==> config.mk <==
export PLATFORM = sky130hd
export DESIGN_NAME = fastq_parse_nt4_encode_core
export DESIGN_NICKNAME = d
export VERILOG_FILES = /design/src/hw/rtl/fqnt4_pkg.sv /design/src/hw/rtl/fastq_parse_nt4_encode_core.sv
export SDC_FILE = /design/constraint.sdc
export NUM_CORES = 1
export LEC_CHECK = 0
export BUFFER_PORTS_ARGS = -buffer_cell sky130_fd_sc_hd__clkbuf_2
export CORE_ASPECT_RATIO = 0.8
export CORE_MARGIN = 4
export CORE_UTILIZATION = 40
export DETAILED_ROUTE_END_ITERATION = 8
export PLACE_DENSITY = 0.63
export SYNTH_ARGS = -nofsm -noshare
export SYNTH_HDL_FRONTEND = slang
export SYNTH_SLANG_ARGS = --single-unit
==> constraint.sdc <==
create_clock -name clk -period 5.7 [get_ports clk]
set_input_delay 1.14 -clock clk [delete_from_list [all_inputs] [get_ports clk]]
set_output_delay 1.14 -clock clk [all_outputs]
set_load 0.05 [all_outputs]
==> src/hw/rtl/fqnt4_pkg.sv <==
// fqnt4_pkg: shared types, character codes and base encoding for the
// FASTQ record parser. No dependencies.
`default_nettype none

package fqnt4_pkg;

  // parser phase, one-hot
  typedef enum logic [6:0] {
    PH_SEEK  = 7'b0000001,
    PH_NAME  = 7'b0000010,
    PH_HDR   = 7'b0000100,
    PH_SEQ   = 7'b0001000,
    PH_PLUS  = 7'b0010000,
    PH_QUAL  = 7'b0100000,
    PH_START = 7'b1000000
  } phase_t;

  typedef enum logic [1:0] {
    KIND_NAME = 2'd0,
    KIND_SEQ  = 2'd1,
    KIND_QUAL = 2'd2
  } kind_t;

  localparam int unsigned CNT_W = 24;

  localparam logic [7:0] CH_AT    = 8'h40;
  localparam logic [7:0] CH_NL    = 8'h0A;
  localparam logic [7:0] CH_SP    = 8'h20;
  localparam logic [7:0] CH_DASH  = 8'h2D;
  localparam logic [7:0] CH_UA    = 8'h41;
  localparam logic [7:0] CH_LA    = 8'h61;
  localparam logic [7:0] CH_UC    = 8'h43;
  localparam logic [7:0] CH_LC    = 8'h63;
  localparam logic [7:0] CH_UG    = 8'h47;
  localparam logic [7:0] CH_LG    = 8'h67;
  localparam logic [7:0] CH_UT    = 8'h54;
  localparam logic [7:0] CH_LT    = 8'h74;

  localparam logic [7:0] CODE_A   = 8'd0;
  localparam logic [7:0] CODE_C   = 8'd1;
  localparam logic [7:0] CODE_G   = 8'd2;
  localparam logic [7:0] CODE_T   = 8'd3;
  localparam logic [7:0] CODE_N   = 8'd4;
  localparam logic [7:0] CODE_GAP = 8'd5;

  function automatic logic [7:0] base_code(input logic [7:0] b);
    logic [7:0] code;
    case (b) inside
      CH_UA, CH_LA: code = CODE_A;
      CH_UC, CH_LC: code = CODE_C;
      CH_UG, CH_LG: code = CODE_G;
      CH_UT, CH_LT: code = CODE_T;
      CH_DASH:      code = CODE_GAP;
      default:      code = CODE_N;
    endcase
    return code;
  endfunction

endpackage

`default_nettype wire

==> src/hw/rtl/fastq_parse_nt4_encode_core.sv <==
// fastq_parse_nt4_encode_core: byte-serial FASTQ record parser that emits
// name and quality bytes and nt4-coded sequence bytes with record tags.
// Depends on fqnt4_pkg.
//
// Usage:
//   in channel  : one chunk byte per transfer (in_byte), in_chunk_last on the
//                 final byte of a chunk.
//   out channel : at most one result per input byte. A payload byte is held
//                 internally until the following byte arrives (field_end looks
//                 one byte ahead), so a payload byte is reported with the
//                 transfer of the byte after it. The last byte of a chunk
//                 always yields a result carrying chunk_done and the count.
//   latency     : the result for an input byte is on the out port the cycle
//                 after its transfer.
//   throughput  : one byte per cycle while the output is not stalled; the parse step is a single pass of
//                 logic between the phase/counter registers and the output
//                 register.
//   stall       : while out_valid is high and out_ready is low, in_ready is
//                 low; the output register holds its result.
//   reset       : rst_n low clears the phase to seek-'@', all counters and the
//                 held byte; the same happens after each chunk's last byte.
`default_nettype none

module fastq_parse_nt4_encode_core #(
  parameter int unsigned OFFSET_BITS = 24
) (
  input  wire                          clk,
  input  wire                          rst_n,
  input  wire                          in_valid,
  output logic                         in_ready,
  input  wire  [7:0]                   in_byte,
  input  wire                          in_chunk_last,
  output logic                         out_valid,
  input  wire                          out_ready,
  output logic                         out_payload_valid,
  output logic [1:0]                   out_field_kind,
  output logic [7:0]                   out_value,
  output logic                         out_field_end,
  output logic [fqnt4_pkg::CNT_W-1:0]  out_record_index,
  output logic [fqnt4_pkg::CNT_W-1:0]  out_field_offset,
  output logic                         out_chunk_done,
  output logic [fqnt4_pkg::CNT_W-1:0]  out_record_count
);
  import fqnt4_pkg::*;

  // held offset keeps only the bits that reach the output
  localparam int unsigned HOFF_W = (OFFSET_BITS < CNT_W) ? OFFSET_BITS : CNT_W;

  // state
  phase_t                 phase_r, phase_nxt;
  logic [CNT_W-1:0]       rec_cnt_r, rec_cnt_nxt;
  logic [OFFSET_BITS-1:0] name_pos_r, name_pos_nxt;
  logic [OFFSET_BITS-1:0] seq_pos_r, seq_pos_nxt;
  logic [OFFSET_BITS-1:0] qual_pos_r, qual_pos_nxt;

  logic                   held_vld_r, held_vld_nxt;
  kind_t                  held_kind_r, held_kind_nxt;
  logic [7:0]             held_val_r, held_val_nxt;
  logic [CNT_W-1:0]       held_rec_r, held_rec_nxt;
  logic [HOFF_W-1:0]      held_off_r, held_off_nxt;

  // output register
  logic                   out_vld_r, out_vld_nxt;
  logic                   o_pay_r, o_pay_nxt;
  logic [1:0]             o_kind_r, o_kind_nxt;
  logic [7:0]             o_val_r, o_val_nxt;
  logic                   o_end_r, o_end_nxt;
  logic [CNT_W-1:0]       o_rec_r, o_rec_nxt;
  logic [CNT_W-1:0]       o_off_r, o_off_nxt;
  logic                   o_done_r, o_done_nxt;
  logic [CNT_W-1:0]       o_cnt_r, o_cnt_nxt;

  // step decode
  logic                   acc;
  logic                   pay;
  kind_t                  kind;
  logic [7:0]             val;
  phase_t                 nxt_ph;
  logic                   begin_rec;
  logic [CNT_W-1:0]       rec_upd;
  logic [OFFSET_BITS-1:0] cur_pos;
  logic [OFFSET_BITS-1:0] pos_inc;
  logic                   emit;

  assign in_ready = !out_vld_r || out_ready;
  assign acc      = in_valid && in_ready;

  always_comb begin
    pay       = 1'b0;
    kind      = KIND_NAME;
    val       = in_byte;
    nxt_ph    = phase_r;
    begin_rec = 1'b0;
    case (phase_r)
      PH_NAME: begin
        if (in_byte == CH_SP) begin
          nxt_ph = PH_HDR;
        end else if (in_byte == CH_NL) begin
          nxt_ph = PH_SEQ;
        end else begin
          pay = 1'b1;
        end
      end
      PH_HDR: begin
        if (in_byte == CH_NL) nxt_ph = PH_SEQ;
      end
      PH_SEQ: begin
        if (in_byte == CH_NL) begin
          nxt_ph = PH_PLUS;
        end else begin
          pay  = 1'b1;
          kind = KIND_SEQ;
          val  = base_code(in_byte);
        end
      end
      PH_PLUS: begin
        if (in_byte == CH_NL) nxt_ph = PH_QUAL;
      end
      PH_QUAL: begin
        if (in_byte == CH_NL) begin
          nxt_ph = PH_START;
        end else begin
          pay  = 1'b1;
          kind = KIND_QUAL;
        end
      end
      PH_START: begin
        // any byte opens the next record
        begin_rec = 1'b1;
        nxt_ph    = PH_NAME;
      end
      default: begin
        if (in_byte == CH_AT) begin
          begin_rec = 1'b1;
          nxt_ph    = PH_NAME;
        end else begin
          nxt_ph = PH_SEEK;
        end
      end
    endcase
  end

  assign rec_upd = (begin_rec && (rec_cnt_r != {CNT_W{1'b1}})) ?
                   rec_cnt_r + 1'b1 : rec_cnt_r;

  always_comb begin
    case (kind)
      KIND_NAME: cur_pos = name_pos_r;
      KIND_SEQ:  cur_pos = seq_pos_r;
      default:   cur_pos = qual_pos_r;
    endcase
  end

  assign pos_inc = (cur_pos == {OFFSET_BITS{1'b1}}) ? cur_pos : cur_pos + 1'b1;
  assign emit    = held_vld_r || in_chunk_last;

  // state update
  always_comb begin
    phase_nxt     = phase_r;
    rec_cnt_nxt   = rec_cnt_r;
    name_pos_nxt  = name_pos_r;
    seq_pos_nxt   = seq_pos_r;
    qual_pos_nxt  = qual_pos_r;
    held_vld_nxt  = held_vld_r;
    held_kind_nxt = held_kind_r;
    held_val_nxt  = held_val_r;
    held_rec_nxt  = held_rec_r;
    held_off_nxt  = held_off_r;
    if (acc) begin
      if (in_chunk_last) begin
        phase_nxt    = PH_SEEK;
        rec_cnt_nxt  = '0;
        name_pos_nxt = '0;
        seq_pos_nxt  = '0;
        qual_pos_nxt = '0;
        held_vld_nxt = 1'b0;
      end else begin
        phase_nxt    = nxt_ph;
        rec_cnt_nxt  = rec_upd;
        held_vld_nxt = pay;
        if (pay) begin
          held_kind_nxt = kind;
          held_val_nxt  = val;
          held_rec_nxt  = (rec_upd == '0) ? '0 : rec_upd - 1'b1;
          held_off_nxt  = cur_pos[HOFF_W-1:0];
          case (kind)
            KIND_NAME: name_pos_nxt = pos_inc;
            KIND_SEQ:  seq_pos_nxt  = pos_inc;
            default:   qual_pos_nxt = pos_inc;
          endcase
        end
      end
    end
  end

  // output register
  always_comb begin
    out_vld_nxt = out_vld_r;
    o_pay_nxt   = o_pay_r;
    o_kind_nxt  = o_kind_r;
    o_val_nxt   = o_val_r;
    o_end_nxt   = o_end_r;
    o_rec_nxt   = o_rec_r;
    o_off_nxt   = o_off_r;
    o_done_nxt  = o_done_r;
    o_cnt_nxt   = o_cnt_r;
    if (out_vld_r && out_ready) out_vld_nxt = 1'b0;
    if (acc && emit) begin
      out_vld_nxt = 1'b1;
      o_pay_nxt   = held_vld_r;
      o_kind_nxt  = held_vld_r ? held_kind_r : KIND_NAME;
      o_val_nxt   = held_vld_r ? held_val_r : '0;
      o_end_nxt   = held_vld_r && (!pay || in_chunk_last);
      o_rec_nxt   = held_vld_r ? held_rec_r : '0;
      o_off_nxt   = held_vld_r ? CNT_W'(held_off_r) : '0;
      o_done_nxt  = in_chunk_last;
      o_cnt_nxt   = rec_upd;
    end
  end

  always_ff @(posedge clk) begin
    if (!rst_n) begin
      phase_r    <= PH_SEEK;
      rec_cnt_r  <= '0;
      name_pos_r <= '0;
      seq_pos_r  <= '0;
      qual_pos_r <= '0;
      held_vld_r <= 1'b0;
      out_vld_r  <= 1'b0;
    end else begin
      phase_r    <= phase_nxt;
      rec_cnt_r  <= rec_cnt_nxt;
      name_pos_r <= name_pos_nxt;
      seq_pos_r  <= seq_pos_nxt;
      qual_pos_r <= qual_pos_nxt;
      held_vld_r <= held_vld_nxt;
      out_vld_r  <= out_vld_nxt;
    end
  end

  always_ff @(posedge clk) begin
    held_kind_r <= held_kind_nxt;
    held_val_r  <= held_val_nxt;
    held_rec_r  <= held_rec_nxt;
    held_off_r  <= held_off_nxt;
    o_pay_r     <= o_pay_nxt;
    o_kind_r    <= o_kind_nxt;
    o_val_r     <= o_val_nxt;
    o_end_r     <= o_end_nxt;
    o_rec_r     <= o_rec_nxt;
    o_off_r     <= o_off_nxt;
    o_done_r    <= o_done_nxt;
    o_cnt_r     <= o_cnt_nxt;
  end

  assign out_valid         = out_vld_r;
  assign out_payload_valid = o_pay_r;
  assign out_field_kind    = o_kind_r;
  assign out_value         = o_val_r;
  assign out_field_end     = o_end_r;
  assign out_record_index  = o_rec_r;
  assign out_field_offset  = o_off_r;
  assign out_chunk_done    = o_done_r;
  assign out_record_count  = o_cnt_r;

`ifndef NO_ASSERTIONS
  // a chunk's last byte always clears the parser
  a_last_clears: assert property (@(posedge clk) disable iff (!rst_n)
    acc && in_chunk_last |=> !held_vld_r && (rec_cnt_r == '0) && (phase_r == PH_SEEK))
    else $error("state not cleared after chunk end");

  // a held payload byte only exists inside a record body
  a_held_phase: assert property (@(posedge clk) disable iff (!rst_n)
    held_vld_r |-> (phase_r != PH_SEEK) && (phase_r != PH_START))
    else $error("payload held outside a record");

  // record count never drops within a chunk
  a_cnt_mono: assert property (@(posedge clk) disable iff (!rst_n)
    acc && !in_chunk_last |=> rec_cnt_r >= $past(rec_cnt_r))
    else $error("record counter went backwards");

  // a byte that needs a result is only taken when the result can be stored
  a_no_overwrite: assert property (@(posedge clk) disable iff (!rst_n)
    out_vld_r && !out_ready |-> !acc)
    else $error("input taken while output stalled");

  // results without payload carry zero tags
  a_empty_result: assert property (@(posedge clk) disable iff (!rst_n)
    out_vld_r && !o_pay_r |-> o_done_r && !o_end_r && (o_off_r == '0) && (o_rec_r == '0))
    else $error("empty result with stray fields");
`endif

endmodule

`default_nettype wire

# After elaboration in Yosys (flattened, before gate mapping)
# Cells that the tools add are included.
# Widths: inputs -> output; s select.
[totals]
ff_bits = 248
latch_bits = 0
mem_bits_rw = 0
mem_bits_ro = 0
inputBits = 13
out_inout_bits = 87
wordCells = 115
memories = 0
[op_classes]
n_addsub = 3
multipliers = 0
div = 0
order_cmp = 0
eq_ne = 25
shifts = 0
muxes = 39
bitwise = 1
reduce_logical = 28
[ops]
columns = ["op", "n"]
rows = [
  ["$mux 24", 12],
  ["$eq 8x7->1 const B", 9],
  ["$add 24x1->24 const B", 2],
  ["$pmux 24 s2", 1],
  ["$mux 7", 6],
  ["$pmux 7 s6", 1],
  ["$eq 24x24->1 const B", 1],
  ["$logic_not 24->1", 1],
  ["$ne 24x24->1 const B", 1],
  ["$sub 24x1->24 const B", 1],
  ["$eq 8x6->1 const B", 2],
  ["$mux 8", 2],
  ["$mux 3", 4],
  ["$reduce_and 3->1", 4],
  ["$reduce_or 2->1", 6],
  ["$ne 3x3->1 const B", 3],
  ["$eq 8x4->1 const B", 1],
  ["$mux 1", 8],
  ["$reduce_bool 2->1", 4],
  ["$eq 7x2->1 const B", 1],
  ["$eq 7x3->1 const B", 1],
  ["$eq 7x4->1 const B", 1],
  ["$eq 7x5->1 const B", 1],
  ["$eq 7x6->1 const B", 1],
  ["other kinds (13)", 22],
]

# Longest topological paths before layout
[depth]
ltp_word = 10
mapped_depth = 18
mapped_depth_nobuf = 14

# Worst setup path before layout
# OpenSTA, ideal clock, no wires.
[synth_path]
path_kind = "input -> register"
start = "input out_ready"
end = "register held_kind_r[0], enable pin"
setup_time_ns = 0.476
t_arrival_ns = 4.556
required_ns = 5.224
path_slack_ns = 0.668
stages = 5
path_buffers = 1
cell_sequence = "nand2b_1 > and2_1 > nand2b_1 > clkbuf_1 > nor2_1"
[synth_via]
elab_chain_cells = 3
[synth_rtl]
columns = ["element", "line_no", "text"]
rows = [
  ["start, declared", "fastq_parse_nt4_encode_core.sv:34", "input wire out_ready,"],
  ["$logic_or 1x1->1", "fastq_parse_nt4_encode_core.sv:85", "assign in_ready = !out_vld_r || out_ready;"],
  ["$logic_and 1x1->1", "fastq_parse_nt4_encode_core.sv:86", "assign acc = in_valid && in_ready;"],
  ["$reduce_and 3->1 (no line)", "-", ""],
  ["end signal, assigned", "fastq_parse_nt4_encode_core.sv:242", "held_kind_r <= held_kind_nxt;"],
  ["end, declared", "fastq_parse_nt4_encode_core.sv:57", "kind_t held_kind_r, held_kind_nxt;"],
]
# No other way between the ends.
# A chain may end at the register's enable or synchronous reset.

# Worst setup path in the final report
[layout_path]
start = "input in_byte[2]"
end = "register held_rec_r[22], data pin"
[layout_via]
elab_chain_cells = 6
elab_cells_between_ends = 7
cone_classes = "1 x add/sub; 1 x eq/ne; 3 x mux; 2 x reduce/logical"
[layout_rtl]
columns = ["element", "line_no", "text"]
rows = [
  ["start, declared", "fastq_parse_nt4_encode_core.sv:31", "input wire [7:0] in_byte,"],
  ["$eq 8x7->1 (*)", "fastq_parse_nt4_encode_core.sv:133", "if (in_byte == CH_AT) begin"],
  ["$mux 1 (*)", "fastq_parse_nt4_encode_core.sv:133", ""],
  ["$pmux 1 s2 (*)", "fastq_parse_nt4_encode_core.sv:94", "case (phase_r)"],
  ["$logic_and 1x1->1 (*)", "fastq_parse_nt4_encode_core.sv:143", "assign rec_upd = (begin_rec && (rec_cnt_r != {CNT_W{1'b1}})) ?"],
  ["$mux 24 (*)", "fastq_parse_nt4_encode_core.sv:143", ""],
  ["named net rec_upd[0]", "fastq_parse_nt4_encode_core.sv:80", "logic [CNT_W-1:0] rec_upd;"],
  ["$sub 24x1->24 or $logic_not 24->1 (tied branches)", "fastq_parse_nt4_encode_core.sv:184", "held_rec_nxt = (rec_upd == '0) ? '0 : rec_upd - 1'b1;"],
  ["end signal, assigned", "fastq_parse_nt4_encode_core.sv:244", "held_rec_r <= held_rec_nxt;"],
  ["end, declared", "fastq_parse_nt4_encode_core.sv:59", "logic [CNT_W-1:0] held_rec_r, held_rec_nxt;"],
]
# The timed path passes the listed nets; every way through them passes the cells marked *.

==> results.py <==
metrics = {
    "min_path": {
        "min_path_cells": 2,
        "holdCritPathClass": "reg -> reg",
    },
    "global_route": {
        "grt_pass1_wl_mm": 51.00,
        "grt_pass1_vias": 8618,
        "antenna_found_initial": 6,
        "overflow": 0,
        "grt_max_degree": 63,
        "grt_use_total": 0.1923,
    },
    "logic_synthesis": {
        "syn_avg_cell_area_um2": 10.29,
        "yosys-top-cells-area": "edfxtp_1 (36%), dfxtp_1 (18%), and2_1 (3.8%), a22o_1 (3.3%), xnor2_1 (3.3%)",
        "synth-seq-area-share": 0.5346,
        "yosys.area.top_type": "edfxtp_1",
        "synth_cells": 1163,
        "yosysTopAreaCellShare": 0.3589,
        "synth.ff_latch_count": 248,
        "async_reset_ff_frac": 0,
        "yosysUniqueCellTypes": 76,
        "mappedNetlistArea_um2": 11960,
        "syn_nets": 1180,
        "yosysWarnings": 0,
        "synth_edf_count": 143,
        "ys.flop_type": "edfxtp_1",
    },
    "clocking": {
        "cts.repair.resized": 0,
        "cts_max_level": 1,
        "ctsRootBufferMaster": "clkbuf_16",
        "postCtsSetupBuffers": 0,
        "clkTransAtPathRegs_ns": 0.07,
        "postCtsHoldBufs": 0,
        "cts.sinks": 248,
        "clk_latency_ns": 0.54,
        "numCtsBuffers": 26,
        "cts.path.max_buffers": 3,
        "cts_tree": "built",
    },
    "sta": {
        "rsz0062_at_grt": "no",
        "fin_crit_ns": 4.627,
        "setup_tns_ns": 0,
        "finalSetupViolCount": 0,
        "worstMarginPinSlew_ns": 1.129,
        "relSlewSlack": 0.2425,
        "finalMaxSlewViolations": 0,
        "fmax_ghz": 0.2161,
        "whs_ns": 0.4486,
        "hold_violations": 0,
        "skew_ns": 0.01674,
        "final.period_utilization": 0.8118,
    },
    "critical_path": {
        "critPathCaptureType": "flip-flop",
        "r2r_slack_ns": 1.24,
        "timing.rr.start": "phase_r[3]",
        "arrival_ns": 4.91,
        "timing.rr.end": "qual_pos_r[22]",
        "r2r_cells": 11,
        "crit_path_end": "held_rec_r[22]",
        "cp_data_required_time_ns": 5.98,
        "crit_start": "in_byte[2]",
        "path_class": "in -> reg",
        "path_max_fanout": 10,
        "start_kind": "primary input",
    },
    "route": {
        "drt-total-wl_mm": 32.49,
        "viasPerCell": 5.735,
        "drc": 0,
        "drt_iter0_drc": 933,
        "final_antenna_net_count": 0,
        "vias": 9439,
        "dr.pass1.iters": 5,
        "routedWlPerCell_um": 19.74,
    },
    "outcome": {
        "run_status": "complete, no violations",
    },
    "layout": {
        "drive_above_1_share": 0.1690,
        "synthToLayoutAreaGrowth_pct": 15.00,
        "nNetsFinal": 1263,
    },
    "placed_design": {
        "place_congestion": 0.9319,
        "place_hpwl_mm": 23.24,
        "io_buffers": 99,
    },
    "power_and_ir_drop": {
        "p_int_mw": 2.936,
        "seqPwrFrac": 0.500,
        "combPwrFrac": 0.050,
        "switching_power_uw": 886.0,
        "swShare": 0.2318,
        "ir_worst_vdd_uv": 184.6,
        "total_power_mw": 3.822,
        "powerDensity_nw_per_um2": 277.8,
        "p_clk_frac": 0.450,
        "p_leak_nw": 5.200,
    },
    "flow_run": {
        "maxCapViolCount": 0,
    },
    "die": {
        "ios": 100,
        "start_util": 0.4065,
        "core_area_um2": 29430,
        "die_area_um2": 32760,
        "die_h_um": 162.7,
        "num_rows": 56,
        "die-width_um": 201.4,
    },
}
## cells in the mapped netlist (4+ instances only)
| cell type | count |
|---|---|
| nand2_1 | 70 |
| nand3_1 | 39 |
| xnor2_1 | 45 |
| buf_1 | 4 |
| o211ai_1 | 4 |
| clkbuf_1 | 59 |
| a21o_1 | 8 |
| nand2b_1 | 18 |
| nor4_1 | 27 |
| buf_2 | 11 |
| nor2_1 | 95 |
| a22oi_1 | 18 |
| o31ai_1 | 7 |
| nor4b_1 | 6 |
| a21oi_1 | 47 |
| or4_1 | 11 |
| ha_1 | 4 |
| nor3_1 | 23 |
| o21a_1 | 6 |
| edfxtp_1 | 143 |
| dfxtp_1 | 105 |
| mux2i_1 | 14 |
| o21ai_0 | 68 |
| and4_1 | 4 |
| o2bb2ai_1 | 4 |
| inv_1 | 27 |
| nor2b_1 | 7 |
| o22ai_1 | 4 |
| or3_1 | 18 |
| and2_1 | 73 |
| nor4_4 | 4 |
| or2_2 | 8 |
| nand4_1 | 23 |
| xor2_1 | 22 |
| a31oi_1 | 13 |
| and3_1 | 14 |
| a22o_1 | 45 |
## worst max-delay path, cell delays in order
cell and delay (ns):
clkbuf_2 0.12, or4_1 0.69, a211oi_2 0.33, nor2_1 0.25, or3_1 0.47, xnor2_1 0.22
inv_1 0.11, ha_1 0.21, nand3_1 0.08, mux2_2 0.32, or2_0 0.43, nor4_1 0.32
xnor2_1 0.17, nor2_1 0.06
## placed cells by master (no fill, tap or decap), types with 5 or more instances in the layout
| cell type | n |
|---|---|
| nor4b_1 | 6 |
| edfxtp_1 | 143 |
| nand2b_1 | 18 |
| and3_1 | 14 |
| nor2_1 | 92 |
| xor2_1 | 22 |
| o21a_1 | 6 |
| a22o_1 | 45 |
| o31ai_1 | 7 |
| clkbuf_16 | 26 |
| clkbuf_2 | 99 |
| or2_2 | 8 |
| a31oi_1 | 13 |
| inv_1 | 26 |
| a21o_1 | 8 |
| nor3_1 | 23 |
| o21ai_0 | 68 |
| clkinv_1 | 5 |
| xnor2_1 | 45 |
| dfxtp_1 | 105 |
| clkinv_2 | 5 |
| nand3_1 | 39 |
| a21oi_1 | 47 |
| buf_4 | 34 |
| or4_1 | 11 |
| or3_1 | 18 |
| nand2_1 | 70 |
| and2_1 | 73 |
| mux2i_1 | 14 |
| nor4_1 | 26 |
| a22oi_1 | 18 |
| nor2b_1 | 7 |
| nand4_1 | 23 |
## registers in the layout, indices dropped and copies added, names as in the netlist, 2 cells and up
| signal | flops |
|---|---|
| out_field_kind | 2 |
| held_kind_r | 2 |
| out_value | 8 |
| rec_cnt_r | 24 |
| out_record_index | 24 |
| seq_pos_r | 24 |
| out_field_offset | 24 |
| held_val_r | 8 |
| phase_r | 7 |
| name_pos_r | 24 |
| held_off_r | 24 |
| qual_pos_r | 24 |
| out_record_count | 24 |
| held_rec_r | 24 |
## layer usage
metal,global-route usage,part of all wire,up-vias,wire length (µm)
met5,0,0.0011,-,35
met2,0.2529,0.39,431,12600
met3,0.04121,0.10,46,3289
li1,-,-,4455,-
met4,0.04658,0.015,6,495
met1,0.3148,0.49,4501,16070
## worst min path at each step
stage | endpoint | slack, ns | startpoint
global route | seq_pos_r[22] | 0.47 | seq_pos_r[22]
detailed placement | seq_pos_r[20] | 0.43 | seq_pos_r[20]
global placement | name_pos_r[1] | 0.43 | name_pos_r[1]
finish | seq_pos_r[20] | 0.45 | seq_pos_r[20]
floorplan | seq_pos_r[20] | 0.42 | seq_pos_r[20]
CTS | seq_pos_r[20] | 0.44 | seq_pos_r[20]
## power by group through the flow
| stage | combinational (mW) | clock [mW] | sequential (mW) |
|---|---|---|---|
| floorplan | 0.0592 | 0 | 2.02 |
| global placement | 0.190 | 0 | 1.95 |
| detailed placement | 0.192 | 0 | 1.95 |
| CTS | 0.192 | 1.75 | 1.91 |
| global route | 0.203 | 1.82 | 1.91 |
| finish | 0.192 | 1.72 | 1.91 |
## per-stage QoR
stage	instances	worst slack [ns]	util	instance area, µm²
3_3_place_gp	1595	0.6000	0.4376	12880
2_1_floorplan	1163	0.6681	-	11960
3_5_place_dp	1595	0.5648	0.4376	12880
5_1_grt	1646	0.8201	0.4675	13760
4_1_cts	1643	1.105	0.4673	13750
6_report	1646	1.073	0.4675	13760
## logic make-up (layout without fill, tap and decap cells)
family | Yosys count | count (layout) | share of synthesized area
simple gates | 464 | 464 | 0.2168
flops | 248 | 248 | 0.5346
other cells | 0 | 3 | 0
xor+xnor | 67 | 67 | 0.04905
compound gates | 255 | 255 | 0.1439
fa+ha+maj | 4 | 4 | 0.004183
buf+inv | 108 | 211 | 0.03692
mux | 17 | 17 | 0.01454
## final cells by class
cell class              count  area [µm²]
diodes                      3       7.507
clock buffers              30       675.6
clock inverters            18       197.7
fillers                  2704       15670
inverters                  30       113.9
multi-input cells         807        5145
flip-flops and latches    248        6396
well taps                 377       471.7
repair buffers            133       750.7
No activity file was read; power rests on OpenSTA's default activity.
